$ cat src/hdl/arpc_pkg.sv
// arpc_pkg: request/response payload types, the per-cell search token and
// the shared constants of the ARP address cache. No dependencies.
`timescale 1ns / 1ps

package arpc_pkg;

  localparam int IP_W  = 32;
  localparam int MAC_W = 48;

  localparam logic [7:0] ALL_ONES_BYTE   = 8'hff;
  localparam logic [7:0] HW_LEN_REQUIRED = 8'd6;
  localparam logic [7:0] PR_LEN_REQUIRED = 8'd4;

  localparam logic [IP_W-1:0]  BCAST_IP  = {4{ALL_ONES_BYTE}};
  localparam logic [MAC_W-1:0] BCAST_MAC = {6{ALL_ONES_BYTE}};

  // command codes
  localparam logic CMD_PACKET = 1'b0;
  localparam logic CMD_LOOKUP = 1'b1;

  // configuration register indexes
  localparam int CFG_IDX_W = 2;
  localparam logic [CFG_IDX_W-1:0] CFG_OWN_IP      = 2'd0;
  localparam logic [CFG_IDX_W-1:0] CFG_EXP_HW_TYPE = 2'd1;
  localparam logic [CFG_IDX_W-1:0] CFG_EXP_PR_TYPE = 2'd2;

  localparam logic [15:0] RST_EXP_HW_TYPE = 16'h0001;
  localparam logic [15:0] RST_EXP_PR_TYPE = 16'h0800;

  typedef struct packed {
    logic              command;
    logic [15:0]       hw_type;
    logic [15:0]       proto_type;
    logic [7:0]        hw_addr_len;
    logic [7:0]        proto_addr_len;
    logic [MAC_W-1:0]  sender_mac;
    logic [IP_W-1:0]   sender_ip;
    logic [IP_W-1:0]   target_ip;
    logic [IP_W-1:0]   lookup_ip;
  } arp_req_t;

  typedef struct packed {
    logic              accepted;
    logic              hit;
    logic              added;
    logic              add_dropped;
    logic [MAC_W-1:0]  lookup_mac;
  } arp_rsp_t;

  // Token that walks the cell chain, one cell per cycle.
  typedef struct packed {
    logic              lookup;    // lookup command, never changes state
    logic              accepted;  // header checks passed (always set for lookup)
    logic              add_want;  // add pair if no cell matches
    logic              found;     // an earlier cell matched
    logic              added;     // an earlier cell took the pair
    logic [IP_W-1:0]   key;       // sender ip or lookup ip
    logic [MAC_W-1:0]  mac;       // sender mac, or lookup result
  } tok_t;

endpackage

$ cat src/hdl/arpc_cell.sv
// arpc_cell: one table entry plus one stage of the search token pipeline.
// Depends on arpc_pkg.
`timescale 1ns / 1ps

module arpc_cell #(
  parameter bit RESET_ENTRY = 1'b0
) (
  input  logic                clk,
  input  logic                rst_n,
  input  logic                tok_vld_in,
  input  arpc_pkg::tok_t      tok_in,
  output logic                tok_vld_out,
  output arpc_pkg::tok_t      tok_out
);

  logic                       valid_r;
  logic [arpc_pkg::IP_W-1:0]  ip_r;
  logic [arpc_pkg::MAC_W-1:0] mac_r;
  logic                       tok_vld_r;
  arpc_pkg::tok_t             tok_r, tok_nxt;
  logic                       match, claim, upd;

  assign match = tok_vld_in && tok_in.accepted && !tok_in.found &&
                 valid_r && (tok_in.key == ip_r);
  assign upd   = match && !tok_in.lookup;
  // Valid entries form a prefix, so the first free cell seen is the lowest
  // one and no later cell can still match.
  assign claim = tok_vld_in && tok_in.add_want && !tok_in.found &&
                 !tok_in.added && !valid_r;

  always_comb begin
    tok_nxt = tok_in;
    if (match) begin
      tok_nxt.found = 1'b1;
      if (tok_in.lookup) tok_nxt.mac = mac_r;
    end
    if (claim) tok_nxt.added = 1'b1;
  end

  always_ff @(posedge clk) begin
    if (!rst_n) begin
      valid_r <= RESET_ENTRY;
    end else if (claim) begin
      valid_r <= 1'b1;
    end
  end

  always_ff @(posedge clk) begin
    if (!rst_n && RESET_ENTRY) begin
      ip_r  <= arpc_pkg::BCAST_IP;
      mac_r <= arpc_pkg::BCAST_MAC;
    end else if (claim) begin
      ip_r  <= tok_in.key;
      mac_r <= tok_in.mac;
    end else if (upd) begin
      mac_r <= tok_in.mac;
    end
  end

  always_ff @(posedge clk) begin
    if (!rst_n) begin
      tok_vld_r <= 1'b0;
    end else begin
      tok_vld_r <= tok_vld_in;
    end
  end

  always_ff @(posedge clk) begin
    tok_r <= tok_nxt;
  end

  assign tok_vld_out = tok_vld_r;
  assign tok_out     = tok_r;

endmodule

$ cat src/hdl/arpc_result.sv
// arpc_result: turns the token leaving the last cell into a response and
// holds it in an output register with one skid slot. Depends on arpc_pkg.
`timescale 1ns / 1ps

module arpc_result (
  input  logic                clk,
  input  logic                rst_n,
  input  logic                exit_vld,
  input  arpc_pkg::tok_t      exit_tok,
  input  logic                out_stall,
  output logic                out_valid,
  output arpc_pkg::arp_rsp_t  out_data,
  output logic                skid_busy
);

  arpc_pkg::arp_rsp_t rsp;
  arpc_pkg::arp_rsp_t out_r, skid_r;
  logic               out_valid_r, skid_valid_r;
  logic               pop;

  always_comb begin
    rsp.accepted    = exit_tok.accepted;
    rsp.hit         = exit_tok.found;
    rsp.added       = exit_tok.added;
    rsp.add_dropped = exit_tok.add_want && !exit_tok.found && !exit_tok.added;
    rsp.lookup_mac  = exit_tok.lookup ? exit_tok.mac : '0;
  end

  assign pop = out_valid_r && !out_stall;

  // The skid slot only fills while nothing else is in the chain.
  always_ff @(posedge clk) begin
    if (!rst_n) begin
      out_valid_r  <= 1'b0;
      skid_valid_r <= 1'b0;
    end else if (skid_valid_r) begin
      if (pop) skid_valid_r <= 1'b0;
    end else if (exit_vld) begin
      if (!out_valid_r || pop) out_valid_r <= 1'b1;
      else skid_valid_r <= 1'b1;
    end else if (pop) begin
      out_valid_r <= 1'b0;
    end
  end

  always_ff @(posedge clk) begin
    if (skid_valid_r) begin
      if (pop) out_r <= skid_r;
    end else if (exit_vld) begin
      if (!out_valid_r || pop) out_r <= rsp;
      else skid_r <= rsp;
    end
  end

  assign out_valid = out_valid_r;
  assign out_data  = out_r;
  assign skid_busy = skid_valid_r;

endmodule

$ cat src/hdl/arp_address_cache.sv
// arp_address_cache: IPv4-to-MAC cache built as a chain of entry cells.
// Depends on arpc_pkg, arpc_cell and arpc_result.
//
//  channel | direction | handshake           | payload
//  in_     | input     | in_valid / in_stall | arpc_pkg::arp_req_t
//  out_    | output    | out_valid/out_stall | arpc_pkg::arp_rsp_t
//  cfg_    | input     | cfg_valid/cfg_ready | cfg_index, cfg_data
//
// out_valid rises once a request has passed the header-check register (loaded
// at the accepting edge), each cell in turn and then the output register.
// One request is in the chain at a time; in_stall is high until it leaves the
// last cell and while the skid slot holds a response.
// Reset: entry 0 holds the broadcast pair, all other entries are free,
// registers take their default values. cfg_ready is always high.
`timescale 1ns / 1ps

module arp_address_cache #(
  parameter int TABLE_DEPTH = 16
) (
  input  logic                              clk,
  input  logic                              rst_n,
  input  logic                              in_valid,
  output logic                              in_stall,
  input  arpc_pkg::arp_req_t                in_data,
  output logic                              out_valid,
  input  logic                              out_stall,
  output arpc_pkg::arp_rsp_t                out_data,
  input  logic                              cfg_valid,
  output logic                              cfg_ready,
  input  logic [arpc_pkg::CFG_IDX_W-1:0]    cfg_index,
  input  logic [31:0]                       cfg_data
);

  logic [arpc_pkg::IP_W-1:0] own_ip_r;
  logic [15:0]               exp_hw_type_r;
  logic [15:0]               exp_pr_type_r;

  logic                      busy_r;
  logic                      skid_busy;
  logic                      in_acc;
  logic                      hdr_ok;
  arpc_pkg::tok_t            tok_new;

  logic [TABLE_DEPTH:0]      tok_vld;
  arpc_pkg::tok_t            tok [TABLE_DEPTH+1];
  arpc_pkg::tok_t            entry_tok_r;
  logic                      entry_vld_r;

  assign cfg_ready = 1'b1;

  always_ff @(posedge clk) begin
    if (!rst_n) begin
      own_ip_r      <= '0;
      exp_hw_type_r <= arpc_pkg::RST_EXP_HW_TYPE;
      exp_pr_type_r <= arpc_pkg::RST_EXP_PR_TYPE;
    end else if (cfg_valid) begin
      unique case (cfg_index)
        arpc_pkg::CFG_OWN_IP:      own_ip_r      <= cfg_data;
        arpc_pkg::CFG_EXP_HW_TYPE: exp_hw_type_r <= cfg_data[15:0];
        arpc_pkg::CFG_EXP_PR_TYPE: exp_pr_type_r <= cfg_data[15:0];
        default: ;
      endcase
    end
  end

  assign in_stall = busy_r || skid_busy;
  assign in_acc   = in_valid && !in_stall;

  assign hdr_ok = (in_data.hw_type == exp_hw_type_r) &&
                  (in_data.hw_addr_len == arpc_pkg::HW_LEN_REQUIRED) &&
                  (in_data.proto_type == exp_pr_type_r) &&
                  (in_data.proto_addr_len == arpc_pkg::PR_LEN_REQUIRED);

  always_comb begin
    tok_new.found = 1'b0;
    tok_new.added = 1'b0;
    if (in_data.command == arpc_pkg::CMD_LOOKUP) begin
      tok_new.lookup   = 1'b1;
      tok_new.accepted = 1'b1;
      tok_new.add_want = 1'b0;
      tok_new.key      = in_data.lookup_ip;
      tok_new.mac      = '0;
    end else begin
      tok_new.lookup   = 1'b0;
      tok_new.accepted = hdr_ok;
      tok_new.add_want = hdr_ok && (in_data.target_ip == own_ip_r);
      tok_new.key      = in_data.sender_ip;
      tok_new.mac      = in_data.sender_mac;
    end
  end

  always_ff @(posedge clk) begin
    if (!rst_n) begin
      entry_vld_r <= 1'b0;
    end else begin
      entry_vld_r <= in_acc;
    end
  end

  always_ff @(posedge clk) begin
    if (in_acc) entry_tok_r <= tok_new;
  end

  assign tok_vld[0] = entry_vld_r;
  assign tok[0]     = entry_tok_r;

  for (genvar i = 0; i < TABLE_DEPTH; i++) begin : g_cell
    arpc_cell #(
      .RESET_ENTRY (i == 0)
    ) u_cell (
      .clk         (clk),
      .rst_n       (rst_n),
      .tok_vld_in  (tok_vld[i]),
      .tok_in      (tok[i]),
      .tok_vld_out (tok_vld[i+1]),
      .tok_out     (tok[i+1])
    );
  end

  always_ff @(posedge clk) begin
    if (!rst_n) begin
      busy_r <= 1'b0;
    end else if (in_acc) begin
      busy_r <= 1'b1;
    end else if (tok_vld[TABLE_DEPTH]) begin
      busy_r <= 1'b0;
    end
  end

  arpc_result u_result (
    .clk       (clk),
    .rst_n     (rst_n),
    .exit_vld  (tok_vld[TABLE_DEPTH]),
    .exit_tok  (tok[TABLE_DEPTH]),
    .out_stall (out_stall),
    .out_valid (out_valid),
    .out_data  (out_data),
    .skid_busy (skid_busy)
  );

`ifndef SYNTH
  a_one_in_chain: assert property (@(posedge clk) disable iff (!rst_n)
    $countones(tok_vld) <= 1)
    else $error("more than one request in the cell chain");

  a_acc_busy: assert property (@(posedge clk) disable iff (!rst_n)
    in_acc |=> busy_r)
    else $error("accepted request did not mark the chain busy");

  a_exit_busy: assert property (@(posedge clk) disable iff (!rst_n)
    tok_vld[TABLE_DEPTH] |-> busy_r)
    else $error("request left the chain while not busy");
`endif

endmodule
$ cat config.mk
export PLATFORM = sky130hd
export DESIGN_NAME = arp_address_cache
export DESIGN_NICKNAME = d
export VERILOG_FILES = /design/src/hdl/arpc_pkg.sv /design/src/hdl/arpc_cell.sv /design/src/hdl/arpc_result.sv /design/src/hdl/arp_address_cache.sv
export SDC_FILE = /design/constraint.sdc
export NUM_CORES = 2
export LEC_CHECK = 0
export ABC_CLOCK_PERIOD_IN_PS = 11600
export BUFFER_PORTS_ARGS = -buffer_cell sky130_fd_sc_hd__buf_2
export CAP_MARGIN = 10
export CORE_ASPECT_RATIO = 1.1
export CORE_UTILIZATION = 25
export DETAILED_ROUTE_END_ITERATION = 16
export GPL_ROUTABILITY_DRIVEN = 0
export PLACE_DENSITY = 0.39
export SYNTH_ARGS = -nofsm -noshare
export SYNTH_HDL_FRONTEND = slang
export SYNTH_HIERARCHICAL = 1
export SYNTH_SLANG_ARGS = --single-unit
$ cat constraint.sdc
create_clock -name clk -period 11.6 [get_ports clk]
set_input_delay 1.74 -clock clk [delete_from_list [all_inputs] [get_ports clk]]
set_output_delay 1.74 -clock clk [all_outputs]
set_load 0.02 [all_outputs]
* Word-level counts from Yosys, hierarchy flattened
Cells that the tools add are included.
W data, S select, Z words.
** Word-level totals
- Flip-flop bits (word level) :: 2861
- Latch bits :: 0
- RAM bits :: 0
- ROM bits :: 0
- Input port bits :: 232
- Output and inout port bits :: 55
- Memories kept :: 0
** Operators by class
- Add/sub/neg operators :: 0
- Multiply operators :: 0
- Div/mod/pow operators :: 0
- $lt $le $gt $ge :: 0
- Equal/unequal tests :: 25
- Shifts and indexed selects :: 0
- Multiplexer cells :: 79
- Bitwise gates (word level) :: 2
- Reduce and logical (&&, ||, !) cells :: 238
** Operators with widths (count)
- $mux W48 :: 64
- $eq A32 B32 Y1 :: 16
- $mux W52 :: 4
- $logic_and A1 B1 Y1 :: 145
- $mux W80 :: 1
- $logic_not A1 Y1 :: 65
- $reduce_bool A2 Y1 :: 19
- $eq A16 B16 Y1 :: 2
- $eq A32 B32 Y1 const B :: 1
- $eq A8 B3 Y1 const B :: 2
- $mux W1 :: 9
- $reduce_and A3 Y1 :: 3
- $reduce_and A2 Y1 :: 3
- $mux W3 :: 1
- $eq A2 B1 Y1 const B :: 1
- $eq A2 B2 Y1 const B :: 1
- $logic_not A2 Y1 :: 1
- $logic_or A1 B1 Y1 :: 2
- $ne A2 B1 Y1 const B :: 1
- $ne A2 B2 Y1 const B :: 1
- $not A1 Y1 :: 2

* Longest topological paths before layout
- Depth in word-level cells :: 7
- Depth in mapped cells :: 6

* By module
The synthesis kept the hierarchy.
** Modules (own cells, without submodules)
- arpc_cell at g_cell[10].u_cell ... :: instances 15, cells each 326, area an instance 5725.5 um2, sequential area each 4144.0 um2
- arp_address_cache :: instances 1, cells each 558, area an instance 6388.6 um2, sequential area each 3813.7 um2
- arpc_cell at g_cell[0].u_cell :: instances 1, cells each 375, area an instance 4493.1 um2, sequential area each 2682.6 um2
- arpc_result :: instances 1, cells each 228, area an instance 4265.3 um2, sequential area each 3163.0 um2

* Worst setup path after synthesis
No wires, ideal clock.
- Path kind :: input -> register
- Start :: in in_valid
- End :: reg entry_tok_r[0] (netlist bit), enable pin
- Library setup time :: 0.528 ns
- Arrival :: 5.260 ns
- Required time :: 11.072 ns
- Path slack :: 5.813 ns
- Stages on the path :: 2
- Buffers on the path :: 0
- Path through :: inv_1 nor2_1
** On the way
- Cells in the longest elaborated chain, start to end :: 1
** RTL lines
- from (decl) :: line arp_address_cache.sv:22 : input logic in_valid,
- $logic_and A1 B1 Y1 :: line arp_address_cache.sv:67 : assign in_acc = in_valid && !in_stall;
- net in_acc :: line arp_address_cache.sv:40 : logic in_acc;
- to (signal assigned) :: line arp_address_cache.sv:101 : if (in_acc) entry_tok_r <= tok_new;
- to (decl) :: line arp_address_cache.sv:46 : arpc_pkg::tok_t entry_tok_r;
The timed path passes the listed nets, and every way through them passes these cells.
A chain may end at the register's enable or synchronous reset.

* Worst setup path after layout
- Start :: reg u_result.skid_valid_r, in the netlist u_result/skid_busy
- End :: out in_stall
** On the way
- Cells in the longest elaborated chain, start to end :: 1
** RTL lines
- from (decl) :: line arpc_result.sv:18 : logic out_valid_r, skid_valid_r;
- from (signal assigned) :: line arpc_result.sv:35 : skid_valid_r <= 1'b0;
- from (signal assigned) :: line arpc_result.sv:37 : if (pop) skid_valid_r <= 1'b0;
- from (signal assigned) :: line arpc_result.sv:40 : else skid_valid_r <= 1'b1;
- $logic_or A1 B1 Y1 :: line arp_address_cache.sv:66 : assign in_stall = busy_r || skid_busy;
- to (decl) :: line arp_address_cache.sv:23 : output logic in_stall,
No other way between the ends.

==> impl_results.md <==
- Final hold vios: 0
- First-pass GRT wire length: 287.5 mm
- Netlist Area Pre-Place: 100400 um2
- Least-Margin Pin Slew: 1.272 ns
- Initial antenna violation count: 37
- CP max stage cell: buf_4
- Port Buf Inserts: 285
- Hold Crit Class: reg -> reg
- Synth Instances: 6019
- Startpoint types: flop
- Crit-path max FO: 57
- Routed vias: 46520
- YS warnings: 6
- CTS root buffer: clkbuf_16
- Fill cells: 39380
- Core area: 398900 um2
- Switching power: 4.626 mW
- Fin crit share: 0.3361
- Total GRT Usage: 0.08596
- Final ANT Viol Nets: 0
- Vias in the first global route: 49310
- CTS resizes: 0
- Worst Setup End Kind: primary output
- Critical path data required time: 9.86 ns
- Fin Setup TNS: 0 ns
- Tmin final: 3.899 ns
- Number of remaining DRC errors: 0
- WL final: 176.5 mm
- Max Cap Viol: 0
- Met2 Use GR: 0.1314
- GR Layer Usage met1: 0.1180
- Setup CP Type: reg -> out
- Initial Util: 0.2517
- Post-CTS Repair Setup Buffers: 0
- Largest net degree at the start of global routing: 86
- DP HPWL: 111.0 mm
- Logic pwr share: 0.032
- Cell area power density: 186.4 nW/um2
- Clock-pin slew on the worst setup and hold paths: 0.05 ns
- Fraction of layout cells with a size suffix above 1: 0.3609
- Worst EP arrival: 2.16 ns
- Syn Area/Cell: 16.68 um2
- Die area: 404100 um2
- Sw Ratio: 0.2100
- Sum of buffers and inverters on the critical path: 2
- DR iter-0 viols: 2055
- Highest Clock Rate: 256.5 MHz
- Outcome: finished, final reports clean
- DR pass1 iterations: 5
- Clk_skew: 0.07463 ns
- CP startpoint: u_result/skid_busy$_SDFF_PN0_
- Routed len/inst: 14.67 um
- Die W: 606.2 um
- Num CTS Buffers: 328
- Bufs on Longest Clock Path: 4
- M3 GR Usage: 0.02052
- Max-slew headroom: 0.1522
- Int Pwr: 17.40 mW
- RSZ-0062 raised after global routing: false
- H-tree level count: 5
- GRT overflow: 0
- Fin. max-slew vios: 0
- Area delta synth->final: 17.75%
- Cell Rows: 243
- IO Count: 287
- Crit-path max cell delay: 0.55 ns
- DIE HEIGHT: 666.6 um
- Worst hold start: g_cell[13].u_cell/tok_out[83]$_DFF_P_
- Clock Sinks: 2862
- CP delay by family, top: buffers and inverters
- Clk pwr share: 0.457
- Cts hold-fix bufs: 0
- CTS tree: yes
- Nets: 6710
- Worst path cell trace: buf_4 -> or2_2 -> buf_2
- R2r startpoint: g_cell[7].u_cell/ip_r[14]$_DFFE_PP_
- Peak VDD IR: 0.1095 mV
- Clock Latency Late Sink: 0.91 ns
- Vias per cell: 3.866
- Sequential cell fraction of total power: 0.511
- # setup viols final: 0
- Final Util: 0.2963
- Busiest grt layer: met2
- LEAKAGE: 41.95 nW
[sequential cells by signal, indices dropped and copies added, names as in the netlist, 15 cells and up]
register / cells
g_cell.u_cell/ip_r: 480
g_cell.u_cell/mac_r: 768
exp_hw_type_r: 16
g_cell.u_cell/valid_r: 15
own_ip_r: 32
exp_pr_type_r: 16
u_result/out_data: 52
g_cell.u_cell/tok_out: 1328
g_cell.u_cell/tok_vld_out: 16
u_result/skid_r: 52
entry_tok_r: 83
[cell type report]
cell class | count | area [um2] | share of cell area
diodes | 13 | 32.53 | 0.0002752
well taps | 5267 | 6590 | 0.05575
inverters | 64 | 240.2 | 0.002032
repair buffers | 348 | 1967 | 0.01664
clock buffers | 496 | 9535 | 0.08067
clock inverters | 109 | 1109 | 0.009378
multi-input cells | 2874 | 27530 | 0.2329
flip-flops and latches | 2862 | 71200 | 0.6023
[metal layers]
metal,vias to the layer above,wire length [um]
li1,22960,-
met1,22410,88250
met2,699,74330
met3,397,8287
met4,46,5301
met5,-,300
[cell usage in the layout, fill, tap and decap left out, types with 32 or more instances in the layout]
cell type,count
a21boi_0,60
and2_1,37
buf_2,283
buf_4,60
clkbuf_1,104
clkbuf_16,333
clkbuf_8,59
clkinv_2,46
dfxtp_1,1459
edfxtp_1,1387
inv_1,64
mux2_1,75
mux2_2,1477
nand2_1,130
nand4_1,58
nor2b_1,50
nor4_1,90
o211ai_1,48
o31ai_1,48
or2_2,32
xnor2_1,128
xor2_1,416
[path summary, 6_finish.rpt]
check	depth (start not counted)	end	slack (ns)
max	3	in_stall	7.70
min	0	g_cell[14].u_cell/tok_out[83]$_DFF_P_	0.35
max reg2reg	6	g_cell[7].u_cell/mac_r[22]$_DFFE_PP_	8.12
min reg2reg	0	g_cell[14].u_cell/tok_out[83]$_DFF_P_	0.35
[stage by stage]
step	power, mW	instances	setup slack, ns	instance area, um2	hold WS (ns)
after floorplan	11.91	6021	5.813	100400	0.3233
after global placement	12.19	11410	7.869	107400	0.3395
after detailed placement	12.20	11410	7.864	107400	0.3454
after CTS	22.49	12020	7.531	118100	0.3512
after global routing	22.98	12020	7.477	118200	0.3532
final	22.03	12030	7.701	118200	0.3529
[power by group through the flow]
stage | Combinational (mW) | Sequential (mW) | Clock [mW]
final | 0.705 | 11.3 | 10.1
after floorplan | 0.554 | 11.4 | 0
after CTS | 0.724 | 11.3 | 10.5
after global routing | 0.785 | 11.3 | 10.9
after global placement | 0.716 | 11.5 | 0
after detailed placement | 0.712 | 11.5 | 0
Power figures use the tool's default switching activity.
